[config.mk]
export PLATFORM = sky130hd
export DESIGN_NAME = lidar_frame_deframer_crc8
export DESIGN_NICKNAME = d
export VERILOG_FILES = /design/src/lfd_pkg.sv /design/src/lfd_store.sv /design/src/lfd_emit.sv /design/src/lidar_frame_deframer_crc8.sv
export SDC_FILE = /design/constraint.sdc
export NUM_CORES = 1
export LEC_CHECK = 0
export BUFFER_PORTS_ARGS = -buffer_cell sky130_fd_sc_hd__buf_2
export CORE_AREA = 5 5 187 171
export DETAILED_ROUTE_END_ITERATION = 10
export DIE_AREA = 0 0 192 176
export GPL_ROUTABILITY_DRIVEN = 0
export MAX_ROUTING_LAYER = met4
export PLACE_DENSITY = 0.83
export SETUP_SLACK_MARGIN = 0.02
export SLEW_MARGIN = 15
export SYNTH_ARGS = -nofsm -noshare
export SYNTH_HDL_FRONTEND = slang
export SYNTH_SLANG_ARGS = --single-unit
[constraint.sdc]
create_clock -name clk -period 5.5 [get_ports clk]
set_input_delay 0.55 -clock clk [delete_from_list [all_inputs] [get_ports clk]]
set_output_delay 0.55 -clock clk [all_outputs]
set_load 0.01 [all_outputs]
[src/lfd_pkg.sv]
// Shared types, constants and the CRC-8 step function of the lidar frame deframer.
package lfd_pkg;

  localparam int unsigned POINTS_DEF = 12;
  localparam int unsigned HDR_LEN = 5;
  localparam int unsigned TAG_POS = 4;
  localparam int unsigned FIRST_PT_ADDR = 5;

  localparam logic [7:0] HDR_FIRST = 8'h54;
  localparam logic [7:0] HDR_SECOND = 8'h2C;
  localparam logic [7:0] CRC_POLY = 8'h4D;

  localparam int unsigned ANGLE_W = 9;
  localparam logic [ANGLE_W-1:0] ANGLE_STEP = 9'd30;
  localparam logic [ANGLE_W-1:0] ANGLE_WRAP = 9'd360;

  localparam logic STATUS_POINT = 1'b0;
  localparam logic STATUS_CRC_ERR = 1'b1;

  typedef enum logic [2:0] {
    EM_IDLE,
    EM_LO,
    EM_HI,
    EM_INT,
    EM_LOAD,
    EM_ERR
  } em_state_t;

  typedef struct packed {
    logic       start;
    logic       crc_err;
    logic [7:0] tag;
    logic       new_scan;
  } emit_cmd_t;

  // One byte through CRC-8, MSB first, not reflected.
  function automatic logic [7:0] crc8_update(input logic [7:0] crc, input logic [7:0] b);
    logic [7:0] c;
    c = crc ^ b;
    for (int k = 0; k < 8; k++) begin
      c = c[7] ? ({c[6:0], 1'b0} ^ CRC_POLY) : {c[6:0], 1'b0};
    end
    return c;
  endfunction

endpackage

[src/lfd_store.sv]
// Frame byte store: one write port, one read port with registered read data.
module lfd_store #(
  parameter int unsigned DEPTH = 43,
  parameter int unsigned ADDR_W = 6
) (
  input  logic              clk,
  input  logic              wr_en,
  input  logic [ADDR_W-1:0] wr_addr,
  input  logic [7:0]        wr_data,
  input  logic              rd_en,
  input  logic [ADDR_W-1:0] rd_addr,
  output logic [7:0]        rd_data
);

  logic [7:0] mem [DEPTH];
  logic [7:0] rd_data_r;

  always_ff @(posedge clk) begin
    if (wr_en) begin
      mem[wr_addr] <= wr_data;
    end
  end

  // Hold read data while no read is issued.
  always_ff @(posedge clk) begin
    if (rd_en) begin
      rd_data_r <= mem[rd_addr];
    end
  end

  assign rd_data = rd_data_r;

endmodule

[src/lfd_emit.sv]
// Point read-out sequencer and result output register.
module lfd_emit #(
  parameter int unsigned POINTS_PER_FRAME = lfd_pkg::POINTS_DEF,
  parameter int unsigned ADDR_W = 6
) (
  input  logic                         clk,
  input  logic                         rst_n,
  input  lfd_pkg::emit_cmd_t           cmd,
  output logic                         busy,
  output logic                         rd_en,
  output logic [ADDR_W-1:0]            rd_addr,
  input  logic [7:0]                   rd_data,
  output logic                         out_valid,
  input  logic                         out_stall,
  output logic                         out_status,
  output logic [lfd_pkg::ANGLE_W-1:0]  out_angle_index,
  output logic [15:0]                  out_distance_mm,
  output logic [7:0]                   out_intensity,
  output logic [7:0]                   out_frame_tag,
  output logic                         out_new_scan,
  output logic                         out_last_of_frame
);
  import lfd_pkg::*;

  localparam int unsigned PT_W = (POINTS_PER_FRAME > 1) ? $clog2(POINTS_PER_FRAME) : 1;
  localparam logic [PT_W-1:0] LAST_PT = PT_W'(POINTS_PER_FRAME - 1);

  em_state_t          state_r, state_nxt;
  logic [ADDR_W-1:0]  addr_r;
  logic [PT_W-1:0]    point_r;
  logic [ANGLE_W-1:0] angle_r;
  logic [ANGLE_W-1:0] angle_sum;
  logic [7:0]         tag_r;
  logic               ns_r;
  logic [7:0]         lo_r;
  logic [7:0]         hi_r;
  logic               out_free;
  logic               last_pt;
  logic               load_pt;
  logic               load_err;

  logic               out_valid_r;
  logic               out_status_r;
  logic [ANGLE_W-1:0] out_angle_r;
  logic [15:0]        out_dist_r;
  logic [7:0]         out_int_r;
  logic [7:0]         out_tag_r;
  logic               out_ns_r;
  logic               out_last_r;

  assign out_free = !out_valid_r || !out_stall;
  assign last_pt  = (point_r == LAST_PT);
  assign angle_sum = angle_r + ANGLE_STEP;

  always_comb begin
    state_nxt = state_r;
    unique case (state_r)
      EM_IDLE: begin
        if (cmd.start) begin
          state_nxt = cmd.crc_err ? EM_ERR : EM_LO;
        end
      end
      EM_LO:   state_nxt = EM_HI;
      EM_HI:   state_nxt = EM_INT;
      EM_INT:  state_nxt = EM_LOAD;
      EM_LOAD: begin
        if (out_free) begin
          state_nxt = last_pt ? EM_IDLE : EM_LO;
        end
      end
      EM_ERR: begin
        if (out_free) begin
          state_nxt = EM_IDLE;
        end
      end
      default: state_nxt = EM_IDLE;
    endcase
  end

  always_comb begin
    busy     = 1'b1;
    rd_en    = 1'b0;
    load_pt  = 1'b0;
    load_err = 1'b0;
    unique case (state_r)
      EM_IDLE: busy = 1'b0;
      EM_LO, EM_HI, EM_INT: rd_en = 1'b1;
      EM_LOAD: load_pt = out_free;
      EM_ERR:  load_err = out_free;
      default: busy = 1'b1;
    endcase
  end

  assign rd_addr = addr_r;

  always_ff @(posedge clk) begin
    if (!rst_n) begin
      state_r     <= EM_IDLE;
      out_valid_r <= 1'b0;
    end else begin
      state_r <= state_nxt;
      if (load_pt || load_err) begin
        out_valid_r <= 1'b1;
      end else if (!out_stall) begin
        out_valid_r <= 1'b0;
      end
    end
  end

  always_ff @(posedge clk) begin
    if (state_r == EM_IDLE && cmd.start) begin
      addr_r  <= ADDR_W'(FIRST_PT_ADDR);
      point_r <= '0;
      angle_r <= '0;
      tag_r   <= cmd.tag;
      ns_r    <= cmd.new_scan;
    end
    if (rd_en) begin
      addr_r <= addr_r + 1'b1;
    end
    if (state_r == EM_HI) begin
      lo_r <= rd_data;
    end
    if (state_r == EM_INT) begin
      hi_r <= rd_data;
    end
    if (load_pt) begin
      out_status_r <= STATUS_POINT;
      out_angle_r  <= angle_r;
      out_dist_r   <= {hi_r, lo_r};
      out_int_r    <= rd_data;
      out_tag_r    <= tag_r;
      out_ns_r     <= ns_r;
      out_last_r   <= last_pt;
      point_r      <= point_r + 1'b1;
      angle_r      <= (angle_sum >= ANGLE_WRAP) ? angle_sum - ANGLE_WRAP : angle_sum;
    end
    if (load_err) begin
      out_status_r <= STATUS_CRC_ERR;
      out_angle_r  <= '0;
      out_dist_r   <= '0;
      out_int_r    <= '0;
      out_tag_r    <= tag_r;
      out_ns_r     <= 1'b0;
      out_last_r   <= 1'b1;
    end
  end

  assign out_valid         = out_valid_r;
  assign out_status        = out_status_r;
  assign out_angle_index   = out_angle_r;
  assign out_distance_mm   = out_dist_r;
  assign out_intensity     = out_int_r;
  assign out_frame_tag     = out_tag_r;
  assign out_new_scan      = out_ns_r;
  assign out_last_of_frame = out_last_r;

endmodule

[src/lidar_frame_deframer_crc8.sv]
// Top level of the lidar frame deframer with CRC-8 check.
//
// Usage: feed received serial bytes on the in_ channel (in_valid, in_stall,
// in_rx_byte). The block hunts for the header 0x54 0x2C, stores the frame of
// 5 + 3*POINTS_PER_FRAME + 2 bytes, all but its last byte, in a byte memory
// and runs a CRC-8 (poly 0x4D, init 0) over all bytes but the last.
// Bytes are taken whenever the read-out sequencer is idle.
// On the frame's final byte the CRC is compared. A match starts a read-out of
// the stored points: each point passes through the states EM_LO, EM_HI,
// EM_INT and EM_LOAD (three reads of the single memory read port, one load
// of the output register). A mismatch moves the sequencer to EM_ERR, which
// presents one error item through the output register.
// in_stall is high while the read-out runs; it drops as soon as the last
// item sits in the output register, even if it has not yet been taken.
// out_stall holds the output register and makes the read-out sequencer wait
// in EM_LOAD or EM_ERR; input then stays stalled until the burst continues.
// Reset (rst_n low, synchronous) clears the hunt position, the running CRC,
// the last accepted tag and the output valid; memory contents are not cleared.
module lidar_frame_deframer_crc8 #(
  parameter int unsigned POINTS_PER_FRAME = lfd_pkg::POINTS_DEF
) (
  input  logic                         clk,
  input  logic                         rst_n,
  input  logic                         in_valid,
  output logic                         in_stall,
  input  logic [7:0]                   in_rx_byte,
  output logic                         out_valid,
  input  logic                         out_stall,
  output logic                         out_status,
  output logic [lfd_pkg::ANGLE_W-1:0]  out_angle_index,
  output logic [15:0]                  out_distance_mm,
  output logic [7:0]                   out_intensity,
  output logic [7:0]                   out_frame_tag,
  output logic                         out_new_scan,
  output logic                         out_last_of_frame
);
  import lfd_pkg::*;

  localparam int unsigned FRAME_BYTES = HDR_LEN + 3 * POINTS_PER_FRAME + 2;
  localparam int unsigned ADDR_W = $clog2(FRAME_BYTES);
  localparam logic [ADDR_W-1:0] LAST_POS = ADDR_W'(FRAME_BYTES - 1);

  // Hunt and CRC state.
  logic [ADDR_W-1:0] pos_r, pos_nxt;
  logic [7:0]        crc_r, crc_nxt;
  logic [7:0]        tag_r, tag_nxt;
  logic [7:0]        last_tag_r, last_tag_nxt;

  logic              acc;
  logic              wr_en;
  logic [ADDR_W-1:0] wr_addr;
  logic              rd_en;
  logic [ADDR_W-1:0] rd_addr;
  logic [7:0]        rd_data;
  logic              emit_busy;
  emit_cmd_t         cmd;

  // Take a byte only while the read-out sequencer is idle.
  assign in_stall = emit_busy;
  assign acc      = in_valid && !in_stall;

  always_comb begin
    pos_nxt      = pos_r;
    crc_nxt      = crc_r;
    tag_nxt      = tag_r;
    last_tag_nxt = last_tag_r;
    wr_en        = 1'b0;
    wr_addr      = pos_r;
    cmd          = '0;
    if (acc) begin
      if (pos_r == '0) begin
        // Hunt: drop everything but the first header byte.
        if (in_rx_byte == HDR_FIRST) begin
          wr_en   = 1'b1;
          pos_nxt = ADDR_W'(1);
          crc_nxt = crc8_update(8'h00, in_rx_byte);
        end
      end else if (pos_r == ADDR_W'(1)) begin
        if (in_rx_byte == HDR_SECOND) begin
          wr_en   = 1'b1;
          pos_nxt = ADDR_W'(2);
          crc_nxt = crc8_update(crc_r, in_rx_byte);
        end else if (in_rx_byte == HDR_FIRST) begin
          // Restart on a fresh first header byte.
          wr_en   = 1'b1;
          wr_addr = '0;
          pos_nxt = ADDR_W'(1);
          crc_nxt = crc8_update(8'h00, in_rx_byte);
        end else begin
          pos_nxt = '0;
          crc_nxt = '0;
        end
      end else if (pos_r < LAST_POS) begin
        wr_en   = 1'b1;
        pos_nxt = pos_r + 1'b1;
        crc_nxt = crc8_update(crc_r, in_rx_byte);
        if (pos_r == ADDR_W'(TAG_POS)) begin
          tag_nxt = in_rx_byte;
        end
      end else begin
        pos_nxt = '0;
        crc_nxt = '0;
        if (pos_r == LAST_POS) begin
          // Checksum byte: launch the read-out or the error item.
          cmd.start    = 1'b1;
          cmd.crc_err  = (crc_r != in_rx_byte);
          cmd.tag      = tag_r;
          cmd.new_scan = (tag_r != last_tag_r);
          if (crc_r == in_rx_byte) begin
            last_tag_nxt = tag_r;
          end
        end
      end
    end
  end

  always_ff @(posedge clk) begin
    if (!rst_n) begin
      pos_r      <= '0;
      crc_r      <= '0;
      last_tag_r <= '0;
    end else begin
      pos_r      <= pos_nxt;
      crc_r      <= crc_nxt;
      last_tag_r <= last_tag_nxt;
    end
  end

  always_ff @(posedge clk) begin
    tag_r <= tag_nxt;
  end

  lfd_store #(
    .DEPTH  (FRAME_BYTES),
    .ADDR_W (ADDR_W)
  ) u_store (
    .clk     (clk),
    .wr_en   (wr_en),
    .wr_addr (wr_addr),
    .wr_data (in_rx_byte),
    .rd_en   (rd_en),
    .rd_addr (rd_addr),
    .rd_data (rd_data)
  );

  lfd_emit #(
    .POINTS_PER_FRAME (POINTS_PER_FRAME),
    .ADDR_W           (ADDR_W)
  ) u_emit (
    .clk               (clk),
    .rst_n             (rst_n),
    .cmd               (cmd),
    .busy              (emit_busy),
    .rd_en             (rd_en),
    .rd_addr           (rd_addr),
    .rd_data           (rd_data),
    .out_valid         (out_valid),
    .out_stall         (out_stall),
    .out_status        (out_status),
    .out_angle_index   (out_angle_index),
    .out_distance_mm   (out_distance_mm),
    .out_intensity     (out_intensity),
    .out_frame_tag     (out_frame_tag),
    .out_new_scan      (out_new_scan),
    .out_last_of_frame (out_last_of_frame)
  );

  // Checksum byte always hands the frame to the sequencer, which then holds input.
  a_final_stalls: assert property (@(posedge clk) disable iff (!rst_n)
    acc && pos_r == LAST_POS |=> in_stall)
    else $error("final byte did not start the read-out");

  // Position never leaves the frame.
  a_pos_range: assert property (@(posedge clk) disable iff (!rst_n)
    pos_r <= LAST_POS)
    else $error("byte position out of range");

  // An error item is always the sole and last item of its frame.
  a_err_item: assert property (@(posedge clk) disable iff (!rst_n)
    out_valid && out_status == STATUS_CRC_ERR |-> out_last_of_frame && out_angle_index == '0)
    else $error("malformed CRC error item");

  // A non-header byte while hunting leaves the hunt idle.
  a_hunt_drop: assert property (@(posedge clk) disable iff (!rst_n)
    acc && pos_r == '0 && in_rx_byte != HDR_FIRST |=> pos_r == '0)
    else $error("hunt advanced on a non-header byte");

endmodule

==> metrics.txt <==
1st-pass router iterations=5; Post-Syn Area=19000 um2; Synth Area in Adders=0.527%; Antenna Cells=0; multi-input logic area=5120 um2; class of the worst hold path=input port to flop; Post-Syn Area per Cell=16.5 um2; critical path fanouts, max=46; detailed placement HPWL=25700 um; setup violators final=0; min Tclk post-route=3320 ps; CTS Buffer Depth=3; Layout Area Growth over Synthesis=11.2%; Synth cell types=55; initial core utilization=64.0%; measured slew at the worst slew-check pin=872 ps; grt ovf=0; vias in the first global route=10.3k; CP Class=flop to flop; fraction of the cycle the final worst path needs=60.4%; pwr/cell area=339 nW/um2; WL/cell=25.3 um; ys flop type=edfxtp_1; Highest Clock Rate=301 MHz; Max-slew headroom=41.0%; # IOs=58; Arr. time, crit path=3580 ps; clk_lat worst skew=560 ps; worst endpoint required time=5760 ps; post-synthesis sequential area ratio=71.4%; Cells after Synth=1151; count of flip-flops with a built-in enable after synthesis=411; simple-gate portion of the synthesized area=7.37%; Setup TNS=0 ps; Reg clk slew, reported paths=70 ps; static leakage=7.18 nW; buffers inserted by post-CTS timing repair=0; Fillers=1809; slowest stage cell, crit path=edfxtp_1; die width=192 um; largest net degree at the start of global routing=73; Synth Area in Compound Gates=5.21%; Vias/cell=6.35; cts repair resizes=0; DRT iter0 DRCs=1072; multiplexer share of the synthesized area=11.3%; Async SR Flop Fraction=0%; Syn. warnings=0; root buf cell=clkbuf_16; initial antenna violation count=0; layout cells sized above 1=20.0%; post-route non-filler standard cell count=1655; Max Slew Vio Count=0; status=completed; first-pass GRT wire length=63400 um; via count=10.5k; Hold Buf Count CTS=0; CP cell instances=buf_4 -> mux4_2 -> mux2i_1 -> a211oi_1 -> a211oi_1 -> a21oi_1; Rows=60; TritonCTS buffer count=45; Sink Count=472; max cap viols=0; main combinational cell family by area after synthesis=multiplexers; Final Skew=16.7 ps; total global-route track usage=26.0%; Buffers on Ports=56; Core Footprint=29700 um2; Routed Antenna Nets=0; Final Hold Fails=0; TritonCTS clock tree=built; Most common cell on crit path=a211oi_1; htree depth=2; Peak supply drop=0.000478 V; die area=33800 um2; drt total wl=42000 um; CP Capture Type=flop; DRC viols=0; register bit total from synthesis=472; CP peak stage delay=680 ps; Post-Place Cells=1574; startpoint types=flop; Post-Synth XOR/XNOR Area=2.32%; RSZ-0062 raised after global routing=false; sequential cell area=13600 um2; Die H=176 um; nets=1238
## placed cells by master (no fill, tap or decap), types with 5 or more instances in the layout
cell type	instances
a22oi_1	14
mux2_2	9
ha_1	8
dfxtp_1	61
clkinvlp_4	6
a21oi_1	43
conb_1	9
clkbuf_16	45
buf_4	20
nand2_1	68
inv_1	10
clkbuf_1	9
buf_2	56
nor2_2	7
nor2b_1	23
o21ai_0	59
a211oi_1	28
xor2_1	18
edfxtp_1	411
nor2_1	68
xnor2_1	26
clkinv_2	5
mux4_2	80
nand2b_1	33
and2_1	11
mux2i_1	25
nand3_1	19
## critical path, delay by kind of cell (launching register included)
family	cells	cell delay, ps
flip-flops	1	680
AO/OA/AOI/OAI	3	840
multiplexers	2	790
buffers and inverters	1	640
## power by group
part / leakage (nW) / switching, mW / internal, mW
Sequential: 4.25 / 0.0154 / 3.91
Clock: 0.695 / 1.32 / 1.74
Combinational: 2.24 / 0.117 / 0.0592
Total: 7.18 / 1.46 / 5.71
## registers in the layout (all words and copies together) (netlist names), 8 cells and up
register	flops
tag_r	8
crc_r	8
u_emit.out_distance_mm	16
u_store.mem	344
u_emit.out_intensity	8
u_store.rd_data	8
u_emit.lo_r	8
u_emit.angle_r	8
u_emit.out_angle_index	8
u_emit.hi_r	8
u_emit.out_frame_tag	8
u_emit.tag_r	8
last_tag_r	8
## final cells by class
class / instances / share of cell area, %
sequential: 472 / 64.3
clock inverter: 25 / 1.27
clock buffer: 56 / 5.63
tap: 403 / 2.39
multi-input combinational: 613 / 24.2
timing repair buffer: 76 / 2.04
inverter: 10 / 0.178
## layer usage
metal	vias up	wire (um)	track usage, %
met1	5198	16200	35.7
met3	99	4680	6.72
met5	-	0	-
met4	0	1310	7.66
met2	647	19800	39.3
li1	4558	-	-
## cells by family (layout without fill, tap and decap cells)
group / after synthesis / count (layout)
AOI/OAI and AO/OA: 163 / 163
xor gates and xnor gates: 47 / 47
adders and majority gates: 8 / 8
buffers and inverters: 74 / 167
DFF: 472 / 472
muxes: 114 / 114
other: 1 / 9
and+or+nand+nor: 272 / 272
## Yosys cell counts, types with 4 or more instances
cell,n,area (um2)
xnor2_1,26,228
nor2b_1,23,144
inv_1,10,37.5
clkbuf_1,34,128
a22oi_1,14,105
xor2_1,18,158
ha_1,8,100
nand3_1,19,95.1
dfxtp_1,61,1220
nand2_1,68,255
nand2b_1,34,213
mux2i_1,25,250
nor3_1,4,20.0
nor2_1,68,255
and3_1,4,25.0
a21oi_1,43,215
edfxtp_1,411,12300
buf_1,5,18.8
nand3b_1,4,30.0
mux2_2,9,101
mux4_2,80,1800
and2_1,11,68.8
nand4_1,4,25.0
buf_2,19,95.1
a211oi_1,28,210
nor2_2,7,43.8
nor3b_1,4,30.0
o21ai_0,59,295
o21a_1,4,30.0
## metrics by stage
| stage | worst slack [ps] | cell area [um2] | power (mW) | util [%] | hold WS, ps |
|---|---|---|---|---|---|
| after floorplan | 2840 | 19000 | 4.08 | - | 400 |
| after global placement | 2100 | 19700 | 4.17 | 66.3 | 407 |
| after detailed placement | 1990 | 19700 | 4.18 | 66.3 | 405 |
| after CTS | 2170 | 21100 | 7.20 | 71.2 | 337 |
| after global routing | 1990 | 21100 | 7.38 | 71.2 | 361 |
| final | 2180 | 21100 | 7.17 | 71.2 | 362 |
## path summary, 6_finish.rpt
| path | end | slack (ps) | from | cells past startpoint |
|---|---|---|---|---|
| worst min register to register | u_emit.out_frame_tag[7]$_DFFE_PP_ | 420 | u_emit.tag_r[7]$_SDFFCE_PP0P_ | 0 |
| worst min-delay path | u_emit.out_valid$_SDFFE_PN0P_ | 360 | out_stall | 3 |
| worst max register to register | u_store.rd_data[2]$_DFFE_PP_ | 2180 | u_emit.rd_addr[1]$_SDFFCE_PN0P_ | 6 |
| worst max-delay path | u_store.rd_data[2]$_DFFE_PP_ | 2180 | u_emit.rd_addr[1]$_SDFFCE_PN0P_ | 6 |
(Power assumes the default switching activity.)
